--- src/rtl/assert_macros.svh ---
// Assertion macros shared by the decoder modules.
`ifndef ASSERT_MACROS_SVH
`define ASSERT_MACROS_SVH

// Property must hold at every clock edge outside reset.
`define ASSERT_SYNC(lbl, clk, rst, prop) \
   lbl: assert property (@(posedge clk) disable iff (rst) prop) \
      else $error("%m: check failed");

// Condition must never be seen at a clock edge outside reset.
`define ASSERT_NEVER(lbl, clk, rst, prop) \
   lbl: assert property (@(posedge clk) disable iff (rst) !(prop)) \
      else $error("%m: forbidden condition seen");

`endif

--- src/rtl/lz4bd_pkg.sv ---
// Types, constants and helpers of the LZ4 block decoder.
package lz4bd_pkg;

   localparam int COUNT_BITS   = 24;
   localparam int WINDOW_BYTES = 65536;
   localparam int WIN_BITS     = $clog2(WINDOW_BYTES);
   localparam int DIST_BITS    = 16;
   localparam int LEN_BITS     = 24;
   localparam int OUTQ_DEPTH   = 3;
   localparam int PTR_BITS     = $clog2(OUTQ_DEPTH);
   localparam int CNT_BITS     = $clog2(OUTQ_DEPTH + 1);

   localparam logic [7:0] EXT_CONTINUE = 8'd255;
   localparam logic [3:0] LEN_EXTENDED = 4'd15;
   localparam logic [2:0] MIN_MATCH    = 3'd4;

   typedef enum logic [1:0] {
      CMD_BYTE,
      CMD_DRAIN,
      CMD_END,
      CMD_NEW
   } cmd_type;

   typedef enum logic [3:0] {
      PH_TOKEN,
      PH_LITEXT,
      PH_LIT,
      PH_OFFLO,
      PH_OFFHI,
      PH_MATCHEXT,
      PH_MATCH,
      PH_HALT
   } phase_type;

   typedef enum logic [2:0] {
      ST_OK,
      ST_DONE,
      ST_TRUNC,
      ST_BADOFF,
      ST_OVER,
      ST_BUSY
   } status_type;

   typedef logic [COUNT_BITS-1:0] count_type;
   typedef logic [WIN_BITS-1:0]   win_addr_type;

   // One accepted item on its way to the output queue.
   typedef struct packed {
      logic                valid;
      logic                emit;
      logic                from_mem;
      logic [7:0]          lit_byte;
      win_addr_type        wr_addr;
      logic                pending;
      status_type          status;
      logic [LEN_BITS-1:0] produced;
   } issue_type;

   typedef struct packed {
      logic         en;
      win_addr_type addr;
   } rd_req_type;

   typedef struct packed {
      logic [7:0]          out_byte;
      logic                out_valid;
      logic                match_pending;
      status_type          status;
      logic [LEN_BITS-1:0] produced;
   } rsp_type;

   // Effective capacity: register value clamped to the counter range.
   function automatic count_type cap_limit(input logic [LEN_BITS-1:0] cap);
      logic [32:0] c;
      logic [32:0] m;
      c = 33'(cap);
      m = (33'(1) << COUNT_BITS) - 33'(1);
      if (c > m) begin
         c = m;
      end
      return c[COUNT_BITS-1:0];
   endfunction

endpackage

--- src/rtl/lz4bd_ctrl.sv ---
// Sequence parser: token, lengths, offset, match drain and block status.
`include "assert_macros.svh"

module lz4bd_ctrl (
   input  logic                             clock,
   input  logic                             reset,
   input  logic                             accept,
   input  lz4bd_pkg::cmd_type               cmd,
   input  logic [7:0]                       in_byte,
   input  logic [lz4bd_pkg::LEN_BITS-1:0]   out_capacity,
   output lz4bd_pkg::issue_type             issue,
   output lz4bd_pkg::rd_req_type            rd_req
);
   import lz4bd_pkg::*;

   phase_type              phase_ff, phase_in;
   count_type              literal_left_ff, literal_left_in;
   count_type              match_left_ff, match_left_in;
   logic [DIST_BITS-1:0]   match_distance_ff, match_distance_in;
   logic [3:0]             match_code_ff, match_code_in;
   logic [7:0]             offset_low_ff, offset_low_in;
   count_type              produced_ff, produced_in;
   status_type             status_ff, status_in;
   issue_type              issue_ff, issue_in;

   count_type              cap;
   count_type              room;
   logic                   emit;
   logic                   from_mem;
   logic                   busy;

   always_comb begin
      cap  = cap_limit(out_capacity);
      room = (produced_ff >= cap) ? '0 : cap - produced_ff;
   end

   // outputs of the step
   always_comb begin
      emit     = 1'b0;
      from_mem = 1'b0;
      busy     = 1'b0;
      if (status_ff == ST_OK) begin
         unique case (cmd)
            CMD_BYTE: begin
               if (phase_ff == PH_MATCH) begin
                  busy = 1'b1;
               end else if (phase_ff == PH_LIT) begin
                  emit = 1'b1;
               end
            end
            CMD_DRAIN: begin
               if (phase_ff == PH_MATCH) begin
                  emit     = 1'b1;
                  from_mem = 1'b1;
               end
            end
            CMD_END: begin
               busy = (phase_ff == PH_MATCH);
            end
            CMD_NEW: begin
               emit = 1'b0;
            end
         endcase
      end
   end

   // next state
   always_comb begin
      logic [COUNT_BITS:0]    lit_sum;
      logic [COUNT_BITS:0]    match_sum;
      count_type              tok_lit;
      logic [DIST_BITS-1:0]   offset_val;

      phase_in          = phase_ff;
      literal_left_in   = literal_left_ff;
      match_left_in     = match_left_ff;
      match_distance_in = match_distance_ff;
      match_code_in     = match_code_ff;
      offset_low_in     = offset_low_ff;
      produced_in       = produced_ff;
      status_in         = status_ff;

      lit_sum    = {1'b0, literal_left_ff} + (COUNT_BITS + 1)'(in_byte);
      match_sum  = {1'b0, match_left_ff} + (COUNT_BITS + 1)'(in_byte);
      tok_lit    = COUNT_BITS'(in_byte[7:4]);
      offset_val = {in_byte, offset_low_ff};

      if (accept) begin
         if (cmd == CMD_NEW) begin
            phase_in          = PH_TOKEN;
            literal_left_in   = '0;
            match_left_in     = '0;
            match_distance_in = '0;
            match_code_in     = '0;
            offset_low_in     = '0;
            produced_in       = '0;
            status_in         = ST_OK;
         end else if (status_ff == ST_OK) begin
            if (cmd == CMD_BYTE) begin
               unique case (phase_ff)
                  PH_TOKEN: begin
                     match_code_in   = in_byte[3:0];
                     literal_left_in = tok_lit;
                     if (tok_lit > room) begin
                        status_in = ST_OVER;
                        phase_in  = PH_HALT;
                     end else if (in_byte[7:4] == LEN_EXTENDED) begin
                        phase_in = PH_LITEXT;
                     end else if (in_byte[7:4] == 4'd0) begin
                        phase_in = PH_OFFLO;
                     end else begin
                        phase_in = PH_LIT;
                     end
                  end
                  PH_LITEXT: begin
                     literal_left_in = lit_sum[COUNT_BITS-1:0];
                     if (lit_sum > {1'b0, room}) begin
                        status_in = ST_OVER;
                        phase_in  = PH_HALT;
                     end else if (in_byte != EXT_CONTINUE) begin
                        phase_in = PH_LIT;
                     end
                  end
                  PH_LIT: begin
                     literal_left_in = literal_left_ff - 1'b1;
                     if (literal_left_ff == COUNT_BITS'(1)) begin
                        phase_in = PH_OFFLO;
                     end
                  end
                  PH_OFFLO: begin
                     offset_low_in = in_byte;
                     phase_in      = PH_OFFHI;
                  end
                  PH_OFFHI: begin
                     match_distance_in = offset_val;
                     if (offset_val == '0 || COUNT_BITS'(offset_val) > produced_ff) begin
                        status_in = ST_BADOFF;
                        phase_in  = PH_HALT;
                     end else begin
                        // match length is token code plus minimum, checked at once
                        match_left_in = COUNT_BITS'(match_code_ff) + COUNT_BITS'(MIN_MATCH);
                        if (COUNT_BITS'(match_code_ff) + COUNT_BITS'(MIN_MATCH) > room) begin
                           status_in = ST_OVER;
                           phase_in  = PH_HALT;
                        end else if (match_code_ff == LEN_EXTENDED) begin
                           phase_in = PH_MATCHEXT;
                        end else begin
                           phase_in = PH_MATCH;
                        end
                     end
                  end
                  PH_MATCHEXT: begin
                     match_left_in = match_sum[COUNT_BITS-1:0];
                     if (match_sum > {1'b0, room}) begin
                        status_in = ST_OVER;
                        phase_in  = PH_HALT;
                     end else if (in_byte != EXT_CONTINUE) begin
                        phase_in = PH_MATCH;
                     end
                  end
                  default: begin
                     phase_in = phase_ff;
                  end
               endcase
            end else if (cmd == CMD_DRAIN) begin
               if (phase_ff == PH_MATCH) begin
                  match_left_in = match_left_ff - 1'b1;
                  if (match_left_ff == COUNT_BITS'(1)) begin
                     phase_in = PH_TOKEN;
                  end
               end
            end else begin
               if (phase_ff == PH_TOKEN || phase_ff == PH_OFFLO) begin
                  status_in = ST_DONE;
                  phase_in  = PH_HALT;
               end else if (phase_ff != PH_MATCH) begin
                  status_in = ST_TRUNC;
                  phase_in  = PH_HALT;
               end
            end
            if (emit) begin
               produced_in = produced_ff + 1'b1;
            end
         end
      end
   end

   always_comb begin
      issue_in.valid    = accept;
      issue_in.emit     = accept && emit;
      issue_in.from_mem = from_mem;
      issue_in.lit_byte = in_byte;
      issue_in.wr_addr  = produced_ff[WIN_BITS-1:0];
      issue_in.pending  = (phase_in == PH_MATCH);
      issue_in.status   = busy ? ST_BUSY : status_in;
      issue_in.produced = LEN_BITS'(produced_in);
   end

   assign rd_req.en   = accept && from_mem;
   assign rd_req.addr = produced_ff[WIN_BITS-1:0] - WIN_BITS'(match_distance_ff);
   assign issue       = issue_ff;

   always_ff @(posedge clock) begin
      if (reset) begin
         phase_ff          <= PH_TOKEN;
         literal_left_ff   <= '0;
         match_left_ff     <= '0;
         match_distance_ff <= '0;
         match_code_ff     <= '0;
         offset_low_ff     <= '0;
         produced_ff       <= '0;
         status_ff         <= ST_OK;
         issue_ff          <= '0;
      end else begin
         phase_ff          <= phase_in;
         literal_left_ff   <= literal_left_in;
         match_left_ff     <= match_left_in;
         match_distance_ff <= match_distance_in;
         match_code_ff     <= match_code_in;
         offset_low_ff     <= offset_low_in;
         produced_ff       <= produced_in;
         status_ff         <= status_in;
         issue_ff          <= issue_in;
      end
   end

   `ASSERT_SYNC(a_ctrl_sticky, clock, reset, accept && cmd != CMD_NEW && status_ff != ST_OK |=> $stable(status_ff) && $stable(produced_ff))

endmodule
--- config.mk ---
export PLATFORM = sky130hd
export DESIGN_NAME = lz4bd_ctrl
export DESIGN_NICKNAME = d
export VERILOG_FILES = /design/src/rtl/lz4bd_pkg.sv /design/src/rtl/lz4bd_ctrl.sv
export VERILOG_INCLUDE_DIRS = /design/src /design/src/rtl
export SDC_FILE = /design/constraint.sdc
export NUM_CORES = 1
export LEC_CHECK = 0
export BUFFER_PORTS_ARGS = -buffer_cell sky130_fd_sc_hd__buf_2
export CAP_MARGIN = 20
export CORE_AREA = 8 8 163 165
export CTS_CLUSTER_SIZE = 20
export DETAILED_ROUTE_END_ITERATION = 6
export DIE_AREA = 0 0 171 173
export PLACE_DENSITY = 0.79
export SYNTH_ARGS = -nofsm -noshare
export SYNTH_HDL_FRONTEND = slang
export SYNTH_SLANG_ARGS = --single-unit
--- constraint.sdc ---
create_clock -name clock -period 7.15 [get_ports clock]
set_input_delay 0 -clock clock [delete_from_list [all_inputs] [get_ports clock]]
set_output_delay 0 -clock clock [all_outputs]
set_load 0.01 [all_outputs]
==> flow_summary.toml <==
[detailed_routing]
route.met3.wl_um = 3768
top_layer_used = "met4"
drt_wl_total_um = 41870
first_pass_iters = 6
drt-met1-wl_um = 17470
drc = 0
viasPerCell = 6.240
wl_met2_um = 19060
vias = 13122
wl_per_cell_um = 19.91
detail-route-antenna-nets = 0
drt_iter0_drc = 1353

[pwr]
p_leak_nw = 5.795
finalPower_mw = 2.685
p_per_area_nw_per_um2 = 192.5
ir_worst_vdd_v = 0.0001368

[synthesis]
async_reset_ff_share_pct = 0
syn_area_per_cell_um2 = 7.374
synth.cell_area_um2 = 12700
synth_edf_count = 0
synth_top_area_cell = "dfxtp_1"
yosys_warnings = 0
synthCells = 1723
synth-seq-cells = 138
yosysMostFrequentCell = "nor2_1"
netlist.area_leader.share_pct = 21.75
ys_top_cells_by_count = "nor2_1 (206), nand2_1 (182), dfxtp_1 (138), ha_1 (138), a21oi_1 (135)"
syn_nets = 1902
ys.flop_type = "dfxtp_1"
ys_seq_area_share_pct = 21.75
synth.distinct_cells = 82
synth.area.top_cells = "dfxtp_1 (22%), ha_1 (14%), nor2_1 (6.1%)"

[cts]
cts_max_path_buffers = 2
cts.clk_slew.worst_paths_ns = 0.07
clkSinkCount = 138
insertion_delay_ns = 0.43
h-tree-depth = 4
cts_made_buffers = 17
cts_root_buf = "clkbuf_16"
cts_resized = 0
cts_tree = "yes"

[outcome]
status = "finished, final reports clean"

[critical_path]
critPathLaunchType = "register"
cp.arrival_ns = 5.80
slowest_delay_ns = 0.42
critPathSlowestCell = "a21oi_1"
path_common_cell = "a21oi_1"
crit_buf_inv = 2
critPathMaxFanout = 24
cp.required_ns = 7.50
endpoint_kind = "register"
worstPathCellList = "inv_1, ha_1, a21oi_1, nand2_1, o21ai_0, a21oi_1, o21a_1, nor2_1, nor2b_1, buf_4, nand3_1, ha_1, and3_1, a221o_1, a21oi_1, o21ai_0, a41oi_1, o22ai_1, or3_1, a21oi_1, a41oi_1, nor4b_2"
path_class = "register to register"
path_delay_family = "compound AO/OA/AOI/OAI gates"

[final_layout]
num-fill-cells = 2275
areaGrowthSynthToFinish_pct = 9.770
register_area_um2 = 2763
fin_cells = 2103
antenna_cells = 0
nets = 1945
final_area_um2 = 13950
drive_above_1_share_pct = 10.62
multi_input_area_um2 = 9169

[sta]
setup_tns_ns = 0
hold_viol = 0
setup_viol = 0
fin_crit_sh_pct = 76.29
hold_ws_ns = 0.02680
max-slew-margin-rel_pct = 31.21
grt_setup_unrepaired = "false"
tightest_slew_ns = 1.022
finalCriticalPeriod_ns = 5.455
fmax_ghz = 0.1833
slew_violations = 0
clock_skew_ns = 0.01053

[hold_path]
hp-class = "primary input to register"

[floorplanning]
start_util_pct = 53.02
chipHeight_um = 173
rows = 57
dieArea_um2 = 29580
coreArea_um2 = 23960
die_w_um = 171
pin_count = 109

[placement]
dp_cells = 2066
gp_congestion = 1.029
dpl_cell_area_um2 = 13320
place_hpwl_um = 31990
io_buffers = 108

[run]
drv_cap = 0

[global_routing]
grt_max_degree = 87
antenna_found_initial = 1
grtUsageTotal_pct = 27.40
grt_first_pass_wirelength_um = 65220
grt_pass1_vias = 12032
grt_overflow = 0
path summary, 6_finish.rpt:
check / startpoint / end / slack (ns) / cells after the start
setup / recovery: issue[9]$_SDFFE_PP0P_ / issue[27]$_SDFF_PP0_ / 1.70 / 22
hold / removal: in_byte[7] / issue[51]$_SDFF_PP0_ / 0.03 / 2
setup reg to reg: issue[9]$_SDFFE_PP0P_ / issue[27]$_SDFF_PP0_ / 1.70 / 22
hold reg to reg: match_distance_ff[6]$_SDFFE_PP0P_ / match_distance_ff[6]$_SDFFE_PP0P_ / 0.45 / 2
kinds of logic after synthesis:
| family | share of synthesized area, % |
|---|---|
| multiplexers | 1.595 |
| buffers and inverters | 6.224 |
| adder cells (fa/ha/maj) | 14.22 |
| flip-flops | 21.75 |
| XOR/XNOR | 7.445 |
| AND/OR/NAND/NOR | 25.98 |
| AO/OA/AOI/OAI | 22.79 |
flip-flops by register name, summed over array words and instances (netlist names):
signal and cells:
issue 55, literal_left_ff 24, match_code_ff 4, match_distance_ff 16
match_left_ff 24, offset_low_ff 8, phase_ff 4, status_ff 3
timing repair:
| item | CTS | global route |
|---|---|---|
| hold buffers | 5 | 0 |
| buffers inserted | 0 | 0 |
| endpoints found under the hold margin | 21 | 0 |
layer usage:
metal  up-vias  global-route usage [%]
met2       631                   44.17
met3       105                   5.830
met5         -                       0
li1       6288                       -
met4         0                   10.40
met1      6098                   35.10
layout make-up:
class | count | share of cell area (%)
Multi-Input combinational cell | 1392 | 65.75
Sequential cell | 138 | 19.81
Timing Repair Buffer | 126 | 4.952
Clock buffer | 18 | 3.077
Tap cell | 324 | 2.907
Inverter | 91 | 2.449
Clock inverter | 14 | 1.059
power by group:
part | leakage, nW | internal (mW) | switching, mW
Sequential | 1.12 | 0.798 | 0.0496
Combinational | 4.39 | 0.359 | 0.570
Clock | 0.287 | 0.495 | 0.412
Total | 5.80 | 1.65 | 1.03
layout by cell type (no fill, tap or decap), types with 6 or more instances in the layout:
| cell type | instances |
|---|---|
| nor3_1 | 41 |
| clkbuf_16 | 17 |
| a21boi_0 | 9 |
| ha_1 | 138 |
| nand4_1 | 34 |
| a211oi_1 | 15 |
| nor2b_1 | 31 |
| inv_6 | 7 |
| or3_1 | 23 |
| xnor2_1 | 75 |
| inv_1 | 90 |
| a21oi_1 | 135 |
| nand2b_1 | 9 |
| nand3_1 | 65 |
| o22ai_1 | 12 |
| nor2_1 | 206 |
| o21bai_1 | 10 |
| a221oi_1 | 10 |
| and3_1 | 13 |
| mux2i_1 | 18 |
| nor4_1 | 27 |
| dfxtp_1 | 138 |
| a2111oi_0 | 6 |
| or4_1 | 12 |
| o21ai_0 | 72 |
| xor2_1 | 33 |
| or2_2 | 10 |
| o21a_1 | 14 |
| buf_4 | 14 |
| buf_2 | 107 |
| o211ai_1 | 15 |
| o221ai_1 | 6 |
| a22oi_1 | 24 |
| nand2_1 | 182 |
| a21o_1 | 27 |
stage by stage:
stage | utilization [%] | worst slack, ns
5_1_grt | 58.20 | 1.330
2_1_floorplan | - | 2.221
6_report | 58.20 | 1.695
3_5_place_dp | 55.58 | 1.802
3_3_place_gp | 55.58 | 1.973
4_1_cts | 58.20 | 1.795
No activity file was read; power rests on OpenSTA's default activity.
