`src/rtl/assert_macros.svh`:
```
// Assertion macros shared by the decoder modules.
`ifndef ASSERT_MACROS_SVH
`define ASSERT_MACROS_SVH

// Property must hold at every clock edge outside reset.
`define ASSERT_SYNC(lbl, clk, rst, prop) \
   lbl: assert property (@(posedge clk) disable iff (rst) prop) \
      else $error("%m: check failed");

// Condition must never be seen at a clock edge outside reset.
`define ASSERT_NEVER(lbl, clk, rst, prop) \
   lbl: assert property (@(posedge clk) disable iff (rst) !(prop)) \
      else $error("%m: forbidden condition seen");

`endif

```
`src/rtl/lz4bd_pkg.sv`:
```
// Types, constants and helpers of the LZ4 block decoder.
package lz4bd_pkg;

   localparam int COUNT_BITS   = 24;
   localparam int WINDOW_BYTES = 65536;
   localparam int WIN_BITS     = $clog2(WINDOW_BYTES);
   localparam int DIST_BITS    = 16;
   localparam int LEN_BITS     = 24;
   localparam int OUTQ_DEPTH   = 3;
   localparam int PTR_BITS     = $clog2(OUTQ_DEPTH);
   localparam int CNT_BITS     = $clog2(OUTQ_DEPTH + 1);

   localparam logic [7:0] EXT_CONTINUE = 8'd255;
   localparam logic [3:0] LEN_EXTENDED = 4'd15;
   localparam logic [2:0] MIN_MATCH    = 3'd4;

   typedef enum logic [1:0] {
      CMD_BYTE,
      CMD_DRAIN,
      CMD_END,
      CMD_NEW
   } cmd_type;

   typedef enum logic [3:0] {
      PH_TOKEN,
      PH_LITEXT,
      PH_LIT,
      PH_OFFLO,
      PH_OFFHI,
      PH_MATCHEXT,
      PH_MATCH,
      PH_HALT
   } phase_type;

   typedef enum logic [2:0] {
      ST_OK,
      ST_DONE,
      ST_TRUNC,
      ST_BADOFF,
      ST_OVER,
      ST_BUSY
   } status_type;

   typedef logic [COUNT_BITS-1:0] count_type;
   typedef logic [WIN_BITS-1:0]   win_addr_type;

   // One accepted item on its way to the output queue.
   typedef struct packed {
      logic                valid;
      logic                emit;
      logic                from_mem;
      logic [7:0]          lit_byte;
      win_addr_type        wr_addr;
      logic                pending;
      status_type          status;
      logic [LEN_BITS-1:0] produced;
   } issue_type;

   typedef struct packed {
      logic         en;
      win_addr_type addr;
   } rd_req_type;

   typedef struct packed {
      logic [7:0]          out_byte;
      logic                out_valid;
      logic                match_pending;
      status_type          status;
      logic [LEN_BITS-1:0] produced;
   } rsp_type;

   // Effective capacity: register value clamped to the counter range.
   function automatic count_type cap_limit(input logic [LEN_BITS-1:0] cap);
      logic [32:0] c;
      logic [32:0] m;
      c = 33'(cap);
      m = (33'(1) << COUNT_BITS) - 33'(1);
      if (c > m) begin
         c = m;
      end
      return c[COUNT_BITS-1:0];
   endfunction

endpackage

```
`src/rtl/lz4bd_outq.sv`:
```
// Three-entry result queue between the decoder and the result channel.
`include "assert_macros.svh"

module lz4bd_outq (
   input  logic                             clock,
   input  logic                             reset,
   input  logic                             push,
   input  lz4bd_pkg::rsp_type               push_data,
   input  logic                             pop_ready,
   output logic                             out_valid,
   output lz4bd_pkg::rsp_type               out_data,
   output logic [lz4bd_pkg::CNT_BITS-1:0]   count
);
   import lz4bd_pkg::*;

   rsp_type               slot_ff [OUTQ_DEPTH];
   logic [PTR_BITS-1:0]   wr_ptr_ff, wr_ptr_in;
   logic [PTR_BITS-1:0]   rd_ptr_ff, rd_ptr_in;
   logic [CNT_BITS-1:0]   count_ff, count_in;
   logic                  pop;

   assign out_valid = (count_ff != '0);
   assign pop       = out_valid && pop_ready;
   assign out_data  = slot_ff[rd_ptr_ff];
   assign count     = count_ff;

   always_comb begin
      wr_ptr_in = wr_ptr_ff;
      rd_ptr_in = rd_ptr_ff;
      count_in  = count_ff;
      if (push) begin
         wr_ptr_in = (wr_ptr_ff == PTR_BITS'(OUTQ_DEPTH - 1)) ? '0 : wr_ptr_ff + 1'b1;
      end
      if (pop) begin
         rd_ptr_in = (rd_ptr_ff == PTR_BITS'(OUTQ_DEPTH - 1)) ? '0 : rd_ptr_ff + 1'b1;
      end
      if (push && !pop) begin
         count_in = count_ff + 1'b1;
      end else if (pop && !push) begin
         count_in = count_ff - 1'b1;
      end
   end

   always_ff @(posedge clock) begin
      if (reset) begin
         wr_ptr_ff <= '0;
         rd_ptr_ff <= '0;
         count_ff  <= '0;
      end else begin
         wr_ptr_ff <= wr_ptr_in;
         rd_ptr_ff <= rd_ptr_in;
         count_ff  <= count_in;
      end
   end

   always_ff @(posedge clock) begin
      if (push) begin
         slot_ff[wr_ptr_ff] <= push_data;
      end
   end

   `ASSERT_NEVER(a_outq_overflow, clock, reset, push && !pop && count_ff == CNT_BITS'(OUTQ_DEPTH))

endmodule

```
`config.mk`:
```
export PLATFORM = sky130hd
export DESIGN_NAME = lz4bd_outq
export DESIGN_NICKNAME = d
export VERILOG_FILES = /design/src/rtl/lz4bd_pkg.sv /design/src/rtl/lz4bd_outq.sv
export VERILOG_INCLUDE_DIRS = /design/src /design/src/rtl
export SDC_FILE = /design/constraint.sdc
export NUM_CORES = 1
export LEC_CHECK = 0
export BUFFER_PORTS_ARGS = -buffer_cell sky130_fd_sc_hd__buf_2
export CORE_ASPECT_RATIO = 0.6
export CORE_MARGIN = 2
export CORE_UTILIZATION = 38
export DETAILED_ROUTE_END_ITERATION = 8
export SLEW_MARGIN = 20
export SYNTH_ARGS = -nofsm -noshare
export SYNTH_HDL_FRONTEND = slang
export SYNTH_SLANG_ARGS = --single-unit
export TNS_END_PERCENT = 30
```
`constraint.sdc`:
```
create_clock -name clock -period 3.4 [get_ports clock]
set_input_delay 0.34 -clock clock [delete_from_list [all_inputs] [get_ports clock]]
set_output_delay 0.34 -clock clock [all_outputs]
set_load 0.01 [all_outputs]
```
==> results.cfg, run 1 <==
[cells_and_area]
nets = 402
multi_input_area_sq_um = 868
antennaDiodeCount = 0
regArea_sq_mm = 0.00350
area_delta_synth_final_pct = 26.3
num-fill-cells = 952
drive_gt1_share_pct = 32.7

[setup_path]
endpoint_kind = output pin
crit_chain = buf_4, mux2i_1, o21ai_1, buf_2
worstPathMaxFanout = 19
cp_data_required_time_ns = 3.06
path_class = flip-flop to output pin
arrival_ns = 2.11
slowest_stage = dfxtp_2
cp-start-kind = flip-flop
critPathMaxStageDelay_ns = 0.72

[floorplanning]
num_rows = 30
coreArea_sq_mm = 0.0113
dieArea_sq_mm = 0.0125
die_y_um = 87.5
io_pins = 81
start_util_pct = 39.1
die_x_um = 143

[clock_network]
clockBufferDepth = 2
clock_latency_ns = 0.40
h-tree-depth = 4
clock-root-buffer = clkbuf_16
cts_tree = done
ctsHoldBuffers = 0
cts_made_buffers = 17
clk_pin_slew_ns = 0.05
cts.sinks = 119
cts_setup_buffers = 0
cts-resized-gates = 0

[drt]
num_vias = 2433
avgViaCountPerCell = 4.56
ant_nets = 0
wl_mm = 8.15
route.detailed.wl_per_inst_um = 15.3
drc_errors = 0
firstDrtPassIters = 4
drt_iter0_markers = 137

[logic_synthesis]
synth_seq_cells = 119
synth_area_per_cell_sq_um = 16.5
syn_area_sq_mm = 0.00441
ys_warn_count = 0
ys_top_cells_by_area = edfxtp_1, mux2i_1, o21ai_1
synth_top_area_cell = edfxtp_1
synth_top_area_share_pct = 75.5
synth.distinct_cells = 23
yosysSeqAreaShare_pct = 79.1
synth_nets = 309
syn_inst = 267

[sta]
fin_skew_ns = 0.00892
max_freq_mhz = 408
max_slew.worst_pin.slew_ns = 0.861
period_minus_slack_ns = 2.45
setup_violations = 0
drv_slew = 0
final-hold-violation-count = 0
post-route-period-util_pct = 72.0
max-slew-margin-rel_pct = 42.4
rsz0062_at_grt = false
fin_setup_tns_ns = 0

[flow_run]
cap_violations = 0

[run_status]
status = finished, final reports clean

[place]
port_buffers = 80
place_congestion = 0.728
dp_hpwl_mm = 5.13

[global_routing]
grtUsageTotal_pct = 14.0
antenna_found_initial = 1
grt_pass1_wl_mm = 12.8
grt_pass1_vias = 2377
grt_start_max_net_pins = 61
overflow = 0

[min_path]
hp-class = primary input to flip-flop

[power]
power_density_mw_per_mm2 = 730
leakage_nw = 1.94
power_mw = 4.07
peakVddDrop_v = 0.000343
==> critical path, delay by kind of cell (launching register included) <==
family	cells	cell delay [ns]
flops	1	0.72
compound gates	1	0.11
buf+inv	2	0.63
mux	1	0.24
==> placed cells by master, fill, tap and decap left out, drive strengths merged <==
master	n
edfxtp	111
buf	86
nand2	41
o21ai	39
mux2i	37
clkbuf	17
clkinv	9
dfxtp	8
nor2	5
clkinvlp	4
a21oi	4
or3	2
xor2	2
bufinv	2
or2	1
nor3b	1
inv	1
or3b	1
mux2	1
ha	1
==> stage by stage <==
stage	util, %	worst slack, ns	instance area [sq um]	std cells	hold WS [ns]
finish	49.4	0.951	5580	533	0.143
global route	49.4	0.791	5580	533	0.127
CTS	49.4	0.883	5580	533	0.124
detailed placement	44.4	1.31	5010	501	0.478
global placement	44.4	1.34	5010	501	0.466
floorplan	-	0.966	4420	267	0.407
==> where the power goes <==
group	internal, mW	switching, mW
registers	1.69	0.0787
clock network	1.06	0.606
logic	0.283	0.346
==> registers in the layout, indices dropped and copies added (netlist names), named ones only <==
signal / count
count: 2
rd_ptr_ff: 2
slot_ff: 111
wr_ptr_ff: 2
==> cell families (layout without fill, tap and decap cells) <==
kind of cell	Yosys count	in the layout	share of synthesized area [%]
AOI/OAI and AO/OA	43	43	5.05
and+or+nand+nor	51	51	4.71
muxes	38	38	8.65
adders and majority gates	1	1	0.283
buffers and inverters	13	119	1.79
xor gates and xnor gates	2	2	0.397
DFF	119	119	79.1
==> cells in the mapped netlist, drive strengths merged <==
cell type and count:
edfxtp 111, nand2 41, o21ai 39, mux2i 37, buf 10, dfxtp 8
nor2 5, a21oi 4, clkbuf 2, or3 2, xor2 2, ha 1
inv 1, mux2 1, nor3b 1, or2 1, or3b 1
==> per-layer routing <==
layer,global-route usage [%],routed length (um),vias up
met5,0,11,-
met4,6.48,82,2
met3,4.67,470,12
met2,19.3,3510,72
met1,20.1,4080,1154
li1,-,-,1193
==> final cells by class <==
class | count | share of cell area, %
timing repair buffer | 86 | 7.99
sequential | 119 | 62.7
multi-input combinational | 135 | 15.6
clock inverter | 15 | 2.47
tap | 160 | 3.59
inverter | 1 | 0.0673
clock buffer | 17 | 7.63
==> path summary, 6_finish.rpt <==
kind / from / to / slack (ns) / cells past startpoint
min: push_data[25] / slot_ff[2][25]$_DFFE_PP_ / 0.14 / 1
max reg2reg: wr_ptr_ff[0]$_SDFFE_PP0P_ / slot_ff[1][21]$_DFFE_PP_ / 1.46 / 3
max: flip-flop / out_data[10] / 0.95 / 4
min reg2reg: rd_ptr_ff[1]$_SDFFE_PP0P_ / flip-flop / 0.50 / 2
(Power assumes the default switching activity.)
==> run 2, diff against run 1 <==
- ABC_AREA: unset -> 1
- clock period: 3.4 -> 2.2 ns (I/O delays scaled with it)
==> run 2 against run 1 <==
Via count is 16% higher. Final cell count grew 13%. Register-to-register slack got worse by 0.64 ns. First-iteration DRC count grew 9.5%. Sequential cell count unchanged. Core utilization down 0.32 points. Critical path depth stayed put. Clock power rose by 60%. Hold slack got worse by 0.13 ns. Sequential share of layout area fell by 3.8 points. Clock skew fell by 0.0024 ns. Largest power group is now the clock network.
==> results.cfg, run 2 <==
[sta]
max_freq_mhz = 498
post-route-period-util_pct = 91.2
max-slew-margin-rel_pct = 56.5
rsz0062_at_grt = false
drv_slew = 0
final-hold-violation-count = 0
setup_violations = 0
period_minus_slack_ns = 2.01
fin_skew_ns = 0.00651
fin_setup_tns_ns = 0
hold_ws_ns = 0.0172
max_slew.worst_pin.slew_ns = 0.653

[cells_and_area]
drive_gt1_share_pct = 41.7
antennaDiodeCount = 0
nets = 469
area_delta_synth_final_pct = 25.8
regArea_sq_mm = 0.00350
largest_reg_flops = 111
mostFrequentLayoutCells = edfxtp_1, buf_2, a21oi_2
layout_commonest_cell = edfxtp_1
num-fill-cells = 1096
largest-register = slot_ff
multi_input_area_sq_mm = 0.00103

[drt]
firstDrtPassIters = 5
drt_iter0_markers = 150
ant_nets = 0
route.detailed.wl_per_inst_um = 15.7
wl_mm = 9.49
drc_errors = 0
num_vias = 2825
avgViaCountPerCell = 4.68

[clock_network]
cts.sinks = 119
clk_pin_slew_ns = 0.05
cts_setup_buffers = 0
cts_made_buffers = 17
clockBufferDepth = 2
h-tree-depth = 4
clock_latency_ns = 0.41
cts_tree = done
ctsHoldBuffers = 8
clock-root-buffer = clkbuf_16
cts-resized-gates = 0

[logic_synthesis]
syn_inst = 324
syn_area_sq_mm = 0.00472
synth_top_area_share_pct = 70.6
async_flop_share_pct = 0
yosysSeqAreaShare_pct = 74.0
synth_most_common_cell = edfxtp_1
ys_warn_count = 0
synth.distinct_cells = 20
synth_top_area_cell = edfxtp_1
synth_nets = 366
ys.flop_type = edfxtp_1
synth_seq_cells = 119
synth_edf_count = 111
ys_top_cells_by_area = edfxtp_1, a21oi_2, nand2_1
synth_top_cells_by_count = edfxtp_1, a21oi_2, nand2_1, nor2_1, a21oi_1
synth_area_per_cell_sq_um = 14.6

[setup_path]
path_class = flip-flop to output pin
arrival_ns = 1.79
endpoint_kind = output pin
cp-start-kind = flip-flop
cp_data_required_time_ns = 1.98
worstPathMaxFanout = 37

[global_routing]
grt_pass1_vias = 2839
grtUsageTotal_pct = 15.0
antenna_found_initial = 1
overflow = 0
grt_pass1_wl_mm = 14.7
grt_start_max_net_pins = 38

[power]
peakVddDrop_v = 0.000646
power_density_mw_per_mm2 = 1070
leakage_nw = 2.23
power_mw = 6.34

[place]
dp_hpwl_mm = 5.76
port_buffers = 80
place_congestion = 0.721

[floorplanning]
die_y_um = 90.3
die_x_um = 148
dieArea_sq_mm = 0.0134
num_rows = 31
start_util_pct = 39.0
io_pins = 81
coreArea_sq_mm = 0.0121

[flow_run]
cap_violations = 0

[min_path]
hp-class = primary input to flip-flop

[run_status]
status = finished, final reports clean
==> run 2: metal layers <==
metal	track usage, %	vias to the layer above	part of all wire, %
li1	-	1370	-
met1	19.2	1345	47
met2	22.9	91	45
met3	5.51	17	6.6
met4	6.67	2	1.4
met5	0	-	0.14
==> run 2: report_power, final <==
part / internal (mW) / switching (mW) / total, mW
clock network: 1.75 / 0.914 / 2.67
logic: 0.396 / 0.636 / 1.03
registers: 2.60 / 0.0418 / 2.64
==> run 2: cells by family (layout without fill, tap and decap cells) <==
logic type	Yosys count	count (layout)	synth area share, %
flip-flops	119	119	74.0
AND/OR/NAND/NOR	95	95	7.72
AO/OA/AOI/OAI	80	80	13.5
buffers and inverters	29	144	4.46
adder cells (fa/ha/maj)	1	1	0.265
==> run 2: area by class of cell <==
| type | count | share of cell area [%] |
|---|---|---|
| timing repair buffer | 98 | 9.78 |
| clock buffer | 20 | 7.36 |
| clock inverter | 11 | 2.23 |
| inverter | 15 | 0.949 |
| multi-input combinational | 176 | 17.3 |
| tap | 165 | 3.48 |
| sequential | 119 | 58.9 |
==> run 2: worst max-delay path, stage by stage, from the launching register on <==
cell and delay [ns]:
dfxtp_2 0.32, buf_4 0.52, a21oi_1 0.16, a21oi_1 0.21, buf_2 0.16
==> run 2: through the flow <==
step / std cells / util [%] / worst slack, ns / instance area, sq um
floorplan: 324 / - / 0.458 / 4730
global route: 604 / 49.0 / 0.100 / 5930
global placement: 565 / 43.7 / 0.671 / 5290
finish: 604 / 49.0 / 0.193 / 5930
CTS: 604 / 49.0 / 0.155 / 5930
detailed placement: 565 / 43.7 / 0.598 / 5290
==> run 2: path summary, 6_finish.rpt <==
kind	startpoint	end	slack (ns)	cells after the start
worst max register to register	count[0]$_SDFFE_PP0P_	count[1]$_SDFFE_PP0P_	0.82	8
worst min register to register	wr_ptr_ff[1]$_SDFFE_PP0P_	wr_ptr_ff[1]$_SDFFE_PP0P_	0.46	2
worst max-delay path	flip-flop	out_data[2]	0.19	4
worst min-delay path	push_data[6]	slot_ff[0][6]$_DFFE_PP_	0.02	1
==> run 3, diff against run 2 <==
- CELL_PAD_IN_SITES_DETAIL_PLACEMENT: unset -> 0
- CELL_PAD_IN_SITES_GLOBAL_PLACEMENT: unset -> 1
- CORE_UTILIZATION: 38 -> 41
- PLACE_DENSITY_LB_ADDON: unset -> 0.1
==> run 3 against run 2 <==
Hold slack got worse by 0.0030 ns. Critical path type unchanged. Highest routed layer is now met4. Combinational power about the same. Die area decreased by 7.1%. Critical endpoint is now out_data[1]. Final cell count decreased by 3.6%.
==> results.cfg, run 3 (synthesis results as in run 2) <==
[floorplanning]
coreArea_sq_mm = 0.0113
io_pins = 81
start_util_pct = 41.9
dieArea_sq_mm = 0.0124
num_rows = 30
die_x_um = 142
die_y_um = 87.1

[clock_network]
cts-resized-gates = 0
cts_made_buffers = 17
clock-root-buffer = clkbuf_16
cts_tree = done
ctsHoldBuffers = 2
cts.sinks = 119
clock_latency_ns = 0.41
h-tree-depth = 4
clk_pin_slew_ns = 0.05
cts_setup_buffers = 0
clockBufferDepth = 2

[cells_and_area]
fin_area_sq_mm = 0.00594
drive_gt1_share_pct = 42.4
layout_commonest_cell = edfxtp_1
area_delta_synth_final_pct = 25.9
multi_input_area_sq_mm = 0.00103
num-fill-cells = 967
mostFrequentLayoutCells = edfxtp_1, buf_2, a21oi_2
nets = 465
largest_reg_flops = 111
regArea_sq_mm = 0.00350
largest-register = slot_ff

[sta]
post-route-period-util_pct = 90.1
max_freq_mhz = 505
max-slew-margin-rel_pct = 59.9
period_minus_slack_ns = 1.98
setup_violations = 0
fin_setup_tns_ns = 0
rsz0062_at_grt = false
drv_slew = 0
max_slew.worst_pin.slew_ns = 0.602
fin_skew_ns = 0.00613
final-hold-violation-count = 0

[setup_path]
cp_data_required_time_ns = 1.98
rr_worst_depth = 3
timing.rr.start = wr_ptr_ff[1]$_SDFFE_PP0P_
r2r_end = slot_ff[2][32]$_DFFE_PP_
reg2reg_setup_slack_ns = 0.73
worstPathMaxFanout = 13
path_class = flip-flop to output pin
endpoint_kind = output pin
arrival_ns = 1.76
cp-start-kind = flip-flop

[flow_run]
cap_violations = 0

[run_status]
status = finished, final reports clean

[global_routing]
grt_pass1_vias = 2798
grtUsageTotal_pct = 17.5
grt_start_max_net_pins = 38
overflow = 0
grt_pass1_wl_mm = 15.6
antenna_found_initial = 1

[place]
placed_area_sq_mm = 0.00530
place_congestion = 0.720
dp_hpwl_mm = 6.04
port_buffers = 80

[power]
leakage_nw = 2.25
power_density_mw_per_mm2 = 1110
peakVddDrop_v = 0.000604

[min_path]
min_from = push_data[26]
worstHoldPathCells = 1
hold_path_end = slot_ff[2][26]$_DFFE_PP_
hp-class = primary input to flip-flop

[drt]
ant_nets = 0
drc_errors = 0
avgViaCountPerCell = 4.76
firstDrtPassIters = 4
route.detailed.wl_per_inst_um = 17.1
drt_iter0_markers = 156
num_vias = 2772
wl_mm = 9.93
## run 3: cell count changes in the layout (fill, tap and decap cells not counted)
cell	before	now
buf_12	2	4
bufinv_16	3	5
clkbuf_1	3	1
clkinv_1	4	7
clkinv_2	4	2
clkinvlp_4	2	0
diode_2	0	2
dlygate4sd3_1	8	2
inv_2	2	4
## run 3: routing by layer
metal / vias to the layer above / part of all wire [%] / global-route usage, %
met1: 1327 / 50 / 23.7
met5: - / 0 / 0
met4: 0 / 1.4 / 7.29
met2: 66 / 43 / 25.7
li1: 1366 / - / -
met3: 13 / 5.5 / 6.38
## run 3: power by group
part | switching, mW | internal (mW)
combinational | 0.633 | 0.406
sequential | 0.0555 | 2.60
clock | 0.935 | 1.97
total | 1.62 | 4.98
## run 3: worst max path at each step
stage	slack [ns]	end	cells past startpoint	startpoint
after floorplan	0.46	slot_ff[2][0]$_DFFE_PP_	2	wr_ptr_ff[1]$_SDFFE_PP0P_
after global routing	0.15	out_data[8]	5	flip-flop
after CTS	0.22	out_data[36]	5	flip-flop
final	0.22	out_data[1]	4	flip-flop
after detailed placement	0.67	out_data[36]	5	flip-flop
after global placement	0.68	out_data[36]	5	flip-flop
## run 3: cell type report
class | count | area share [%]
multi-input combinational | 176 | 17.3
timing repair buffer | 94 | 9.44
sequential | 119 | 58.9
tap | 144 | 3.03
antenna | 2 | 0.0843
inverter | 15 | 0.948
clock buffer | 18 | 7.23
clock inverter | 14 | 3.14
## run 3: through the flow
step / worst slack (ns) / power, mW / instances / util (%) / hold slack (ns)
floorplan: 0.458 / 3.38 / 324 / - / 0.289
global placement: 0.676 / 3.75 / 546 / 47.1 / 0.415
detailed placement: 0.666 / 3.75 / 546 / 47.1 / 0.415
CTS: 0.221 / 6.67 / 580 / 52.7 / 0.000670
global route: 0.154 / 6.88 / 580 / 52.7 / 0.00229
finish: 0.218 / 6.60 / 582 / 52.7 / 0.0143
## run 3: critical path, stage by stage (launching register included)
cell and delay (ns):
dfxtp_2 0.51, buf_4 0.33, a21oi_1 0.08, a21oi_1 0.24, buf_2 0.19
